[src/hdl/b64e_pkg.sv]
// ----------------------------------------------------------------------------
// Base64 encoder package
// Shared types, constants and the sextet-to-ASCII mapping of the encoder.
// ----------------------------------------------------------------------------
package b64e_pkg;

  // ASCII code of the padding character '='.
  localparam logic [7:0] PAD_CHAR = 8'd61;

  // Bytes held before a group is formed, at most two.
  localparam logic [1:0] HELD_MAX = 2'd2;

  // One 3-byte group as it travels from the front end to the back end.
  typedef struct packed {
    logic [23:0] bits;   // zero-filled group, oldest byte in the top bits
    logic [1:0]  held;   // message bytes in the group minus one
    logic        last;   // group ends the message
  } group_t;

  // Map a sextet to its character of the standard alphabet.
  function automatic logic [7:0] sextet_char(input logic [5:0] sx);
    logic [7:0] s8;
    s8 = {2'b00, sx};
    if (sx < 6'd26) begin
      sextet_char = 8'd65 + s8;
    end else if (sx < 6'd52) begin
      sextet_char = 8'd71 + s8;        // 'a' - 26
    end else if (sx < 6'd62) begin
      sextet_char = s8 - 8'd4;         // '0' - 52
    end else if (sx == 6'd62) begin
      sextet_char = 8'd43;             // '+'
    end else begin
      sextet_char = 8'd47;             // '/'
    end
  endfunction

endpackage

[src/hdl/b64e_front.sv]
// ----------------------------------------------------------------------------
// Base64 encoder front end
// Collects message bytes into 3-byte groups and hands finished groups on.
// ----------------------------------------------------------------------------
module b64e_front (
  input  logic              clk,
  input  logic              rst_n,
  input  logic              in_push,
  input  logic [7:0]        in_data_byte,
  input  logic              in_last_byte,
  input  logic              q_full,
  output logic              q_push,
  output b64e_pkg::group_t  q_data
);

  logic [15:0] pending_r, pending_nxt;
  logic [1:0]  held_r, held_nxt;
  logic        accept;
  logic        close_group;

  // A word is taken whenever the group queue has room.
  assign accept      = in_push && !q_full;
  assign close_group = (held_r >= b64e_pkg::HELD_MAX) || in_last_byte;
  assign q_push      = accept && close_group;

  // Build the zero-filled group from the held bytes and the new byte.
  always_comb begin
    q_data.held = (held_r >= b64e_pkg::HELD_MAX) ? b64e_pkg::HELD_MAX : held_r;
    q_data.last = in_last_byte;
    unique case (q_data.held)
      2'd0:    q_data.bits = {in_data_byte, 16'h0000};
      2'd1:    q_data.bits = {pending_r[7:0], in_data_byte, 8'h00};
      default: q_data.bits = {pending_r, in_data_byte};
    endcase
  end

  // Hold bytes until the group closes.
  always_comb begin
    pending_nxt = pending_r;
    held_nxt    = held_r;
    if (accept) begin
      if (close_group) begin
        pending_nxt = 16'h0000;
        held_nxt    = 2'd0;
      end else begin
        pending_nxt = {pending_r[7:0], in_data_byte};
        held_nxt    = held_r + 2'd1;
      end
    end
  end

  always_ff @(posedge clk) begin
    if (!rst_n) begin
      pending_r <= 16'h0000;
      held_r    <= 2'd0;
    end else begin
      pending_r <= pending_nxt;
      held_r    <= held_nxt;
    end
  end

endmodule

[src/hdl/b64e_fifo.sv]
// ----------------------------------------------------------------------------
// Base64 encoder group queue
// Short first-in first-out queue of groups between front and back end.
// ----------------------------------------------------------------------------
module b64e_fifo #(
  parameter int DEPTH = 2
) (
  input  logic              clk,
  input  logic              rst_n,
  input  logic              push,
  input  b64e_pkg::group_t  din,
  input  logic              pop,
  output b64e_pkg::group_t  dout,
  output logic              full,
  output logic              empty
);

  localparam int PW = (DEPTH > 1) ? $clog2(DEPTH) : 1;
  localparam int CW = $clog2(DEPTH + 1);

  b64e_pkg::group_t mem [DEPTH];
  logic [PW-1:0] wr_ptr_r, wr_ptr_nxt;
  logic [PW-1:0] rd_ptr_r, rd_ptr_nxt;
  logic [CW-1:0] count_r, count_nxt;
  logic          do_push, do_pop;

  assign full    = (count_r == CW'(DEPTH));
  assign empty   = (count_r == '0);
  assign do_push = push && !full;
  assign do_pop  = pop && !empty;
  assign dout    = mem[rd_ptr_r];

  // Pointer and fill count update with wrap at the depth.
  always_comb begin
    wr_ptr_nxt = wr_ptr_r;
    rd_ptr_nxt = rd_ptr_r;
    count_nxt  = count_r;
    if (do_push) begin
      wr_ptr_nxt = (wr_ptr_r == PW'(DEPTH - 1)) ? '0 : wr_ptr_r + PW'(1);
    end
    if (do_pop) begin
      rd_ptr_nxt = (rd_ptr_r == PW'(DEPTH - 1)) ? '0 : rd_ptr_r + PW'(1);
    end
    if (do_push && !do_pop) begin
      count_nxt = count_r + CW'(1);
    end else if (do_pop && !do_push) begin
      count_nxt = count_r - CW'(1);
    end
  end

  always_ff @(posedge clk) begin
    if (!rst_n) begin
      wr_ptr_r <= '0;
      rd_ptr_r <= '0;
      count_r  <= '0;
    end else begin
      wr_ptr_r <= wr_ptr_nxt;
      rd_ptr_r <= rd_ptr_nxt;
      count_r  <= count_nxt;
    end
  end

  // Storage write.
  always_ff @(posedge clk) begin
    if (do_push) begin
      mem[wr_ptr_r] <= din;
    end
  end

endmodule

[src/hdl/b64e_back.sv]
// ----------------------------------------------------------------------------
// Base64 encoder back end
// Expands one group into four characters into an output register, one per cycle while that register is drained.
// ----------------------------------------------------------------------------
module b64e_back (
  input  logic              clk,
  input  logic              rst_n,
  input  logic              q_empty,
  input  b64e_pkg::group_t  q_data,
  output logic              q_pop,
  input  logic              out_pop,
  output logic              out_empty,
  output logic [7:0]        out_char,
  output logic              out_last
);

  b64e_pkg::group_t grp_r, grp_nxt;
  logic       grp_valid_r, grp_valid_nxt;
  logic [1:0] idx_r, idx_nxt;
  logic       out_valid_r, out_valid_nxt;
  logic [7:0] out_char_r, out_char_nxt;
  logic       out_last_r, out_last_nxt;
  logic       load_ok;
  logic       emit;
  logic [5:0] sextet;
  logic       is_pad;

  // The output register takes a new word when it is empty or being drained.
  assign load_ok = !out_valid_r || out_pop;
  assign emit    = load_ok && grp_valid_r;
  assign q_pop   = !q_empty && (!grp_valid_r || (emit && idx_r == 2'd3));

  // Select the sextet of the current character, most significant first.
  always_comb begin
    unique case (idx_r)
      2'd0:    sextet = grp_r.bits[23:18];
      2'd1:    sextet = grp_r.bits[17:12];
      2'd2:    sextet = grp_r.bits[11:6];
      default: sextet = grp_r.bits[5:0];
    endcase
  end

  // Characters past the held bytes plus one are padding.
  assign is_pad = {1'b0, idx_r} > ({1'b0, grp_r.held} + 3'd1);

  always_comb begin
    grp_nxt       = grp_r;
    grp_valid_nxt = grp_valid_r;
    idx_nxt       = idx_r;
    out_valid_nxt = out_valid_r;
    out_char_nxt  = out_char_r;
    out_last_nxt  = out_last_r;
    if (out_pop) begin
      out_valid_nxt = 1'b0;
    end
    if (emit) begin
      out_valid_nxt = 1'b1;
      out_char_nxt  = is_pad ? b64e_pkg::PAD_CHAR : b64e_pkg::sextet_char(sextet);
      out_last_nxt  = grp_r.last && (idx_r == 2'd3);
      idx_nxt       = idx_r + 2'd1;
      if (idx_r == 2'd3) begin
        grp_valid_nxt = 1'b0;
      end
    end
    if (q_pop) begin
      grp_nxt       = q_data;
      grp_valid_nxt = 1'b1;
      idx_nxt       = 2'd0;
    end
  end

  always_ff @(posedge clk) begin
    if (!rst_n) begin
      grp_valid_r <= 1'b0;
      idx_r       <= 2'd0;
      out_valid_r <= 1'b0;
    end else begin
      grp_valid_r <= grp_valid_nxt;
      idx_r       <= idx_nxt;
      out_valid_r <= out_valid_nxt;
    end
  end

  // Payload registers.
  always_ff @(posedge clk) begin
    grp_r      <= grp_nxt;
    out_char_r <= out_char_nxt;
    out_last_r <= out_last_nxt;
  end

  assign out_empty = !out_valid_r;
  assign out_char  = out_char_r;
  assign out_last  = out_last_r;

endmodule

[src/hdl/base64_stream_encoder_core.sv]
// ----------------------------------------------------------------------------
// Base64 stream encoder core
// Encodes a byte stream into standard-alphabet Base64 characters with padding.
// ----------------------------------------------------------------------------
// A byte is taken whenever in_full is low. in_full follows the group
// queue (GROUP_QUEUE_DEPTH groups), so while that queue is full every
// byte waits, including bytes that only fill a group. Characters leave
// one per cycle while out_pop drains them, through the single output
// register, so a long message is limited by that one character port. The
// last character of a message, after any '=' padding, carries out_last.
module base64_stream_encoder_core #(
  parameter int GROUP_QUEUE_DEPTH = 2
) (
  input  logic       clk,
  input  logic       rst_n,
  input  logic       in_push,
  output logic       in_full,
  input  logic [7:0] in_data_byte,
  input  logic       in_last_byte,
  output logic       out_empty,
  input  logic       out_pop,
  output logic [7:0] out_char,
  output logic       out_last
);

  b64e_pkg::group_t q_wdata, q_rdata;
  logic q_push, q_pop, q_full, q_empty;

  assign in_full = q_full;

  // Group assembly.
  b64e_front u_front (
    .clk          (clk),
    .rst_n        (rst_n),
    .in_push      (in_push),
    .in_data_byte (in_data_byte),
    .in_last_byte (in_last_byte),
    .q_full       (q_full),
    .q_push       (q_push),
    .q_data       (q_wdata)
  );

  // Queue between the two halves.
  b64e_fifo #(
    .DEPTH (GROUP_QUEUE_DEPTH)
  ) u_fifo (
    .clk   (clk),
    .rst_n (rst_n),
    .push  (q_push),
    .din   (q_wdata),
    .pop   (q_pop),
    .dout  (q_rdata),
    .full  (q_full),
    .empty (q_empty)
  );

  // Character generation.
  b64e_back u_back (
    .clk       (clk),
    .rst_n     (rst_n),
    .q_empty   (q_empty),
    .q_data    (q_rdata),
    .q_pop     (q_pop),
    .out_pop   (out_pop),
    .out_empty (out_empty),
    .out_char  (out_char),
    .out_last  (out_last)
  );

endmodule

[config.mk]
export PLATFORM = sky130hd
export DESIGN_NAME = base64_stream_encoder_core
export DESIGN_NICKNAME = d
export VERILOG_FILES = /design/src/hdl/b64e_pkg.sv /design/src/hdl/b64e_front.sv /design/src/hdl/b64e_fifo.sv /design/src/hdl/b64e_back.sv /design/src/hdl/base64_stream_encoder_core.sv
export SDC_FILE = /design/constraint.sdc
export NUM_CORES = 1
export LEC_CHECK = 0
export BUFFER_PORTS_ARGS = -buffer_cell sky130_fd_sc_hd__buf_2
export CORE_MARGIN = 5
export CORE_UTILIZATION = 50
export DETAILED_ROUTE_END_ITERATION = 8
export PLACE_DENSITY = 0.7
export SYNTH_ARGS = -nofsm -noshare
export SYNTH_HDL_FRONTEND = slang
export SYNTH_SLANG_ARGS = --single-unit
[constraint.sdc]
create_clock -name clk -period 7.9 [get_ports clk]
set_input_delay 1.185 -clock clk [delete_from_list [all_inputs] [get_ports clk]]
set_output_delay 1.185 -clock clk [all_outputs]
set_load 0.05 [all_outputs]
==> metrics.txt, run 1 <==
period utilisation layout 0.3564; setup tns final 0 ns; asr flop ratio synth 0; Max Slew Vio Count 0; total track usage 0.1428; Mapped Area 0.005044 mm^2; worst-margin pin slew around 1.1 ns; gr ovfl total 0; total wire length 8196 um; H-Tree Depth 4; Die Y 110.4 um; status complete, no violations; Rows 36; Core Area 0.009819 mm^2; Finish-stage setup viols 0; Slowest cell on crit path mux2i_1; share of layout cells above drive strength 1 0.2156; fin crit period 2.815 ns; Post-CTS Setup Inserts 0; drt pass-1 iters 7; syn avg cell area 13.24 um^2; CTS tree yes; Root Driver clkbuf_8; most frequent cells after synthesis edfxtp_1, mux2_2, nand2_1, a22oi_1, dfxtp_1; Synth Flop Type edfxtp_1; # port buffers 23; post-route insts no fill 555; dpl hpwl 5423 um; synthesized instance count roughly 380; clock buffer count from CTS 17; CP Capture Type flop; DRT iter0 DRCs 141; cell with the most instances after synthesis edfxtp_1; Fillers 806; Top delay family on crit path multiplexers; Syn Nets 409; Setup Skew 0.009070 ns; YS warnings 0; initial antenna violation count 0; worst vdd ir between 150 and 200 uV; Hold Vio Cnt, Final 0; final worst slack 5.085 ns; area leader, netlist edfxtp_1; Die W 110.4 um; Final ANT Viol Nets 0; IO Pins 24; Detail Route met3 WL 321 um; CTS Buffer Depth 2; Leak 0.002148 uW; hold buffer count at cts 0; global-route wire length before repair roughly 14000 um; Unique masters post-synth 47; Layout Area Growth over Synthesis 16.35%; Clk pin slew, worst setup/hold paths 0.05 ns; Initial Util 0.5136; Placer Congestion ~0.82; DIE AREA 0.01220 mm^2; post-synth top area share 0.5358; Tightest Hold Check Type reg -> reg; EDFF count, synth 90; dpl ws 4.863 ns; RSZ-0062 raised after global routing false; via count 2913; critical path's largest stage delay 0.83 ns; WL/cell around 15 um; drc violations 0; clock sink total 116; fmax 0.3552 GHz; metal2 WL 4003 um; largest cells by area after synthesis edfxtp_1, dfxtp_1, mux2_2; Routed met1 length 3820 um; crit path cell chain ha_1 -> mux2i_1 -> o211ai_1 -> and2_1 -> o31a_1; largest net degree at the start of global routing 29; clk_lat worst skew 0.50 ns; Rel. slew slack 0.2670; sequential share of the synthesized area 0.6390; CP Buf/Inv Count 0; Yosys reg bits 116; Setup CP Type reg -> reg; maximum fanout along the worst path 12; Top Layer Used met4; CP startpoint kind flop; Cells after DPL around 520; post-CTS sizing 0; Final Net Count 437; Power Dens Cells 393.1 mW/mm^2; number of diodes 0; Via density 5.249; CP Data Required Time 8.14 ns; vias in the first global route 2835; max-cap violations 0; Worst EP arrival 3.06 ns
## placed cells by master (no fill, tap or decap), types with 3 or more instances in the layout
master     instances
nand2_1           30
buf_2             23
mux2i_1            4
ha_1              15
buf_4              4
o21ai_0           12
a222oi_1           5
bufinv_16          3
nor2_1             8
and2_1            14
a21boi_0           3
nand2b_1           9
mux2_2            30
inv_1             22
dfxtp_1           26
a21oi_1            8
nor2b_1           20
clkbuf_1           7
clkbuf_8           4
a22oi_1           26
clkbuf_16         16
o211ai_1           3
edfxtp_1          90
xnor2_1            4
## layer usage
metal  track usage  vias up
met3       0.04376        4
met5             0        -
met1        0.1870     1404
met4       0.06322        0
met2        0.2193       48
li1              -     1457
## per-stage QoR
step	area (um^2)	hold slack [ns]	total power, uW	utilization
after floorplan	5044	0.4694	1435	-
after global placement	5288	0.4823	1555	0.5385
after detailed placement	5288	0.4963	1576	0.5385
after CTS	5868	0.5057	2328	0.5976
after global routing	5868	0.5308	2438	0.5976
final	5868	0.5005	2307	0.5976
## cell type report
cell class,instances,area [um^2],share of cell area
multi-input cells,223,1660,0.2829
flip-flops and latches,116,3223,0.5493
clock buffers,27,481.7,0.08209
inverters,24,92.59,0.01578
well taps,133,166.4,0.02836
repair buffers,27,145.1,0.02473
clock inverters,5,98.84,0.01684
## kinds of logic after synthesis
group | Yosys count | synth area share
flops | 116 | 0.6390
simple gates | 92 | 0.09725
compound gates | 73 | 0.1020
buf+inv | 42 | 0.03275
mux | 36 | 0.08062
fa+ha+maj | 15 | 0.03721
xor+xnor | 6 | 0.01042
other cells | 1 | 0.0007435
## power by group
part | switching (uW) | total (uW) | internal [uW]
combinational | 425 | 686 | 261
clock | 236 | 740 | 504
sequential | 42.6 | 881 | 839
## worst register-to-register path, stage by stage, from the launching register on
cell and delay [ns]:
dfxtp_1 0.42, ha_1 0.45, mux2i_1 0.83, o211ai_1 0.29
and2_1 0.28, o31a_1 0.29
## path summary, 6_finish.rpt
path,start,slack [ns],to,depth (start not counted)
worst max-delay path,u_back.idx_r[1]$_SDFFE_PP0P_,5.08,u_back.out_char[2]$_SDFFCE_PN1P_,5
worst min-delay path,u_back.grp_valid_r$_SDFFE_PN0P_,0.50,u_back.out_valid_r$_SDFFE_PN0P_,2
worst max register to register,u_back.idx_r[1]$_SDFFE_PP0P_,5.08,u_back.out_char[2]$_SDFFCE_PN1P_,5
worst min register to register,u_back.grp_valid_r$_SDFFE_PN0P_,0.50,u_back.out_valid_r$_SDFFE_PN0P_,2
## sequential cells by signal, indices dropped and copies added (netlist names)
name / count
u_front.held_r: 2
u_fifo.mem: 54
u_back.out_char: 8
u_fifo.wr_ptr_r: 1
u_fifo.count_r: 2
u_back.out_valid_r: 1
u_front.pending_r: 16
u_back.grp_r: 27
u_back.grp_valid_r: 1
u_fifo.rd_ptr_r: 1
u_back.idx_r: 2
u_back.out_last: 1
No activity file was read; power rests on OpenSTA's default activity.
==> run 2: changes to the inputs <==
==> constraint.sdc (replaced) <==
create_clock -name clk -period 2.7 [get_ports clk]
set_input_delay 0.405 -clock clk [delete_from_list [all_inputs] [get_ports clk]]
set_output_delay 0.405 -clock clk [all_outputs]
set_load 0.05 [all_outputs]
==> metrics.txt, run 2 (synthesis gave the netlist of run 1 again) <==
status complete, no violations; total wire length 8754 um; DIE AREA 0.01220 mm^2; period utilisation layout 0.9585; fin crit period 2.588 ns; max-cap violations 0; Final Net Count 448; max FFs per register 54; Tightest Hold Check Type in -> reg; Rows 36; CP startpoint kind flop; Hold Vio Cnt, Final 0; Core Area 0.009819 mm^2; Layout Area Growth over Synthesis 19.72%; CP Data Required Time 2.96 ns; worst vdd ir 559.0 uV; Hold Path End u_fifo.mem[0][0]$_DFFE_PP_; dpl ws 0.06942 ns; number of diodes 0; share of layout cells above drive strength 1 0.2517; reg2reg start u_back.idx_r[0]$_SDFFE_PP0P_; crit path cell chain inv_1 -> ha_2 -> a222oi_1 -> mux2i_4 -> o211ai_1 -> mux2_2 -> o21a_1; dpl hpwl between 5000 and 6000 um; Switch Pwr 2164 uW; DRT iter0 DRCs approximately 190; fmax 0.3864 GHz; CP Buf/Inv Count 1; Max Slew Vio Count 0; initial antenna violation count 0; Largest Register u_fifo.mem; largest net degree at the start of global routing 29; commonest non-fill, non-tap cells in the layout edfxtp_1, nand2_1, mux2_2, a22oi_1, dfxtp_1; Top delay family on crit path compound AO/OA/AOI/OAI gates; Die W 110.4 um; gr ovfl total 0; Power Total approximately 7000 uW; # port buffers 23; Setup Skew between 0.01 and 0.015 ns; critical path's largest stage delay between 0.5 and 0.6 ns; clock power share 0.337; R2R Setup Slk 0.11 ns; critical path depth 7; Initial Util 0.5136; Slowest cell on crit path a222oi_1; Final ANT Viol Nets 0; Root Driver clkbuf_8; H-Tree Depth 4; commonest non-fill, non-tap cell in the layout edfxtp_1; setup tns final 0 ns; Comb power frac 0.303; drc violations 0; total track usage 0.1501; clk_lat worst skew a little over 0.5 ns; Sequential Power Share 0.360; maximum fanout along the worst path 6; Setup CP Type reg -> reg; hold path cells 1; vias in the first global route slightly below 3000; CTS Buffer Depth 2; biggest regs u_fifo.mem x54, u_back.grp_r x27, u_front.pending_r x16; worst r2r dst u_back.out_char[1]$_SDFFCE_PN0P_; drt pass-1 iters 7; via count a little under 3000; WL/cell 15.47 um; CTS tree yes; Leak 0.002243 uW; Placer Congestion 0.8757; Finish-stage setup viols 0; global-route wire length before repair roughly 15000 um; clock buffer count from CTS 17; Rel. slew slack 0.2840; IO Pins 24; Clk pin slew, worst setup/hold paths 0.06 ns; Pint 5025 uW; worst r2r path cells 7; Worst EP arrival 2.84 ns; clock sink total 116; hold_sp in_last_byte; final worst slack roughly 0.11 ns; Power Dens Cells 1191 mW/mm^2; worst-margin pin slew ~1.1 ns; Via density roughly 5.2; sw frac 0.3010; fin util 0.6149; CP Capture Type flop; Min Hold Slack 0.1389 ns; Die Y 110.4 um; RSZ-0062 raised after global routing false
==> run 2: final cells by class <==
cell class                      count  area [um^2]
Inverter                           24        92.59
Tap cell                          133        166.4
Fill cell                         767         3781
Timing Repair Buffer               38        227.7
Clock inverter                     12        207.7
Sequential cell                   116         3223
Clock buffer                       20        435.4
Multi-Input combinational cell    223         1685
==> run 2: metal layers <==
metal / wire length, um / GRT usage
met1: 4017 / 0.1888
met3: 275 / 0.03993
met5: 0 / 0
met2: 4406 / 0.2383
met4: 55 / 0.07718
==> run 2: worst max-delay path by stage <==
stage | startpoint | endpoint | slack (ns)
2_1_floorplan | u_fifo.count_r[0]$_SDFFE_PN0P_ | u_fifo.mem[0][0]$_DFFE_PP_ | 0.23
3_3_place_gp | u_back.idx_r[0]$_SDFFE_PP0P_ | u_back.out_char[1]$_SDFFCE_PN0P_ | 0.19
3_5_place_dp | u_back.idx_r[0]$_SDFFE_PP0P_ | u_back.out_char[2]$_SDFFCE_PN1P_ | 0.07
4_1_cts | u_back.idx_r[0]$_SDFFE_PP0P_ | u_back.out_char[1]$_SDFFCE_PN0P_ | 0.06
5_1_grt | u_back.idx_r[0]$_SDFFE_PP0P_ | u_back.out_char[1]$_SDFFCE_PN0P_ | 0.03
6_report | u_back.idx_r[0]$_SDFFE_PP0P_ | u_back.out_char[1]$_SDFFCE_PN0P_ | 0.11
==> run 2: power by group through the flow <==
stage	combinational [uW]	sequential [uW]	clock, uW
after floorplan	1420	2780	0
after global placement	2040	2620	0
after detailed placement	2080	2630	0
after CTS	2100	2600	2460
after global routing	2400	2620	2560
final	2180	2590	2420
==> run 2: metrics by stage <==
stage	std cells	instance area [um^2]
floorplan	381	5049
global placement	531	5354
detailed placement	531	5354
CTS	563	5997
global route	566	6038
finish	566	6038
==> run 2: timing repair <==
item | 4_1_cts | 5_1_grt
setup endpoints to repair | 0 | 5
buffers inserted | 0 | 3
resized for setup | 0 | 4
hold buffers | 0 | 0
==> run 3: changes to the inputs <==
--- a/config.mk
+++ b/config.mk
@@ -7,9 +7,9 @@
 export LEC_CHECK = 0
 export BUFFER_PORTS_ARGS = -buffer_cell sky130_fd_sc_hd__buf_2
 export CORE_MARGIN = 5
-export CORE_UTILIZATION = 50
+export CORE_UTILIZATION = 36
 export DETAILED_ROUTE_END_ITERATION = 8
-export PLACE_DENSITY = 0.7
+export PLACE_DENSITY = 0.54
 export SYNTH_ARGS = -nofsm -noshare
 export SYNTH_HDL_FRONTEND = slang
 export SYNTH_SLANG_ARGS = --single-unit
==> metrics.txt, run 3 (synthesis gave the netlist of run 1 again) <==
Cells after DPL 577; drc violations 0; fmax 0.4000 GHz; Hold Vio Cnt, Final 0; H-Tree Depth 4; Layout Area Growth over Synthesis 19.70%; Root Driver clkbuf_16; DIE AREA 0.01648 mm^2; total wire length 8522 um; worst vdd ir 492.2 uV; R2R Setup Slk 0.20 ns; Largest Register u_fifo.mem; worst r2r path cells 7; Power Dens Cells ~1100 mW/mm^2; Max Slew Vio Count 0; sw frac 0.3048; via count 2919; largest net degree at the start of global routing 29; DRT iter0 DRCs about 160; initial antenna violation count 0; Initial Util 0.3648; Tightest Hold Check Type in -> reg; dpl hpwl 5812 um; clock sink total 116; clk_lat worst skew 0.40 ns; CTS Buffer Depth 2; Hold Path End u_fifo.mem[1][0]$_DFFE_PP_; CP Capture Type flop; # port buffers 23; post-route insts no fill around 610; Finish-stage setup viols 0; share of layout cells above drive strength 1 0.2488; Final Net Count roughly 450; Sequential Power Share 0.373; Setup Skew about 0.0084 ns; CP Data Required Time roughly 2.9 ns; setup tns final 0 ns; clock buffer count from CTS 17; Via density 4.754; gr ovfl total 0; maximum fanout along the worst path 6; period utilisation layout 0.9258; max FFs per register 54; worst r2r dst u_back.out_char[1]$_SDFFCE_PN0P_; fin crit period 2.500 ns; Placer Congestion 0.8184; Leak 0.002213 uW; drt pass-1 iters 5; total track usage 0.1116; global-route wire length before repair between 10000 and 15000 um; commonest non-fill, non-tap cells in the layout edfxtp_1, nand2_1, mux2_2, a22oi_1, dfxtp_1; max-cap violations 0; commonest non-fill, non-tap cell in the layout edfxtp_1; hold_sp in_last_byte; status complete, no violations; RSZ-0062 raised after global routing false; Core Area roughly 0.014 mm^2; Rel. slew slack 0.2378; clock power share 0.315; biggest regs u_fifo.mem x54, u_back.grp_r x27, u_front.pending_r x16; hold path cells 1; CP startpoint kind flop; Pint 4810 uW; IO Pins 24; number of diodes 0; Clk pin slew, worst setup/hold paths 0.05 ns; Setup CP Type reg -> reg; WL/cell 13.88 um; Die W between 100 and 150 um; Worst EP arrival 2.65 ns; Rows 43; Final ANT Viol Nets 0; Comb power frac 0.312; Switch Pwr 2109 uW; Die Y ~130 um; reg2reg start u_back.idx_r[0]$_SDFFE_PP0P_; worst-margin pin slew 1.137 ns; CTS tree yes; vias in the first global route between 2000 and 3000
-- run 3: cell types whose count changed in the layout (fill, tap and decap cells not counted), sizes merged --
cell / previous run / this run
clkinvlp: 0 / 2
bufinv: 6 / 3
buf: 38 / 39
clkbuf: 20 / 22
clkinv: 6 / 5
-- run 3: through the flow --
| stage | total power (uW) | instance area [um^2] | hold slack [ns] | setup slack (ns) | utilization |
|---|---|---|---|---|---|
| floorplan | 4197 | 5049 | 0.4694 | 0.2255 | - |
| global placement | 4684 | 5405 | 0.5104 | 0.2269 | 0.3909 |
| detailed placement | 4699 | 5405 | 0.5200 | 0.1473 | 0.3909 |
| CTS | 6915 | 5992 | 0.2391 | 0.1596 | 0.4334 |
| global route | 7358 | 6037 | 0.2428 | 0.006460 | 0.4366 |
| finish | 6918 | 6037 | 0.2560 | 0.2003 | 0.4366 |
-- run 3: power by group through the flow --
stage / clock network [uW] / registers [uW] / logic, uW
detailed placement: 0 / 2620 / 2080
global placement: 0 / 2610 / 2070
floorplan: 0 / 2780 / 1420
global route: 2330 / 2620 / 2410
finish: 2180 / 2580 / 2160
CTS: 2240 / 2590 / 2090
-- run 3: final cells by class --
cell class	instances	area, um^2
Clock inverter	10	132.6
Fill cell	1267	7790
Timing Repair Buffer	39	235.2
Clock buffer	22	454.2
Sequential cell	116	3223
Multi-Input combinational cell	223	1674
Inverter	24	92.59
Tap cell	180	225.2
-- run 3: worst max-delay path by stage --
stage / depth (start not counted) / from / end
3_3_place_gp: 6 / u_back.idx_r[1]$_SDFFE_PP0P_ / u_back.out_char[1]$_SDFFCE_PN0P_
2_1_floorplan: 4 / u_fifo.count_r[0]$_SDFFE_PN0P_ / u_fifo.mem[0][0]$_DFFE_PP_
5_1_grt: 7 / u_back.idx_r[0]$_SDFFE_PP0P_ / u_back.out_char[3]$_SDFFCE_PN1P_
6_report: 7 / u_back.idx_r[0]$_SDFFE_PP0P_ / u_back.out_char[1]$_SDFFCE_PN0P_
4_1_cts: 7 / u_back.idx_r[0]$_SDFFE_PP0P_ / u_back.out_char[1]$_SDFFCE_PN0P_
3_5_place_dp: 7 / u_back.idx_r[0]$_SDFFE_PP0P_ / u_back.out_char[1]$_SDFFCE_PN0P_
-- run 3: per-layer routing --
layer  wire, um  up-vias  track usage  part of all wire
met5          0        -            0                 0
met4        180        0      0.04619             0.021
met3        327       14      0.04483             0.038
met2       3893       50       0.1676              0.46
met1       4121     1371       0.1439              0.48
li1           -     1484            -                 -
-- run 3: timing repair --
action	CTS	global route
hold buffers	0	0
endpoints found under the setup margin	0	4
buffers inserted	0	5
gates resized for setup	0	2
-- run 3: worst max-delay path, stage by stage, from the launching register on --
cell	delay [ns]
dfxtp_1	0.38
inv_1	0.12
ha_1	0.30
a222oi_1	0.42
mux2i_2	0.18
o211ai_1	0.32
mux2_2	0.38
o21a_1	0.16
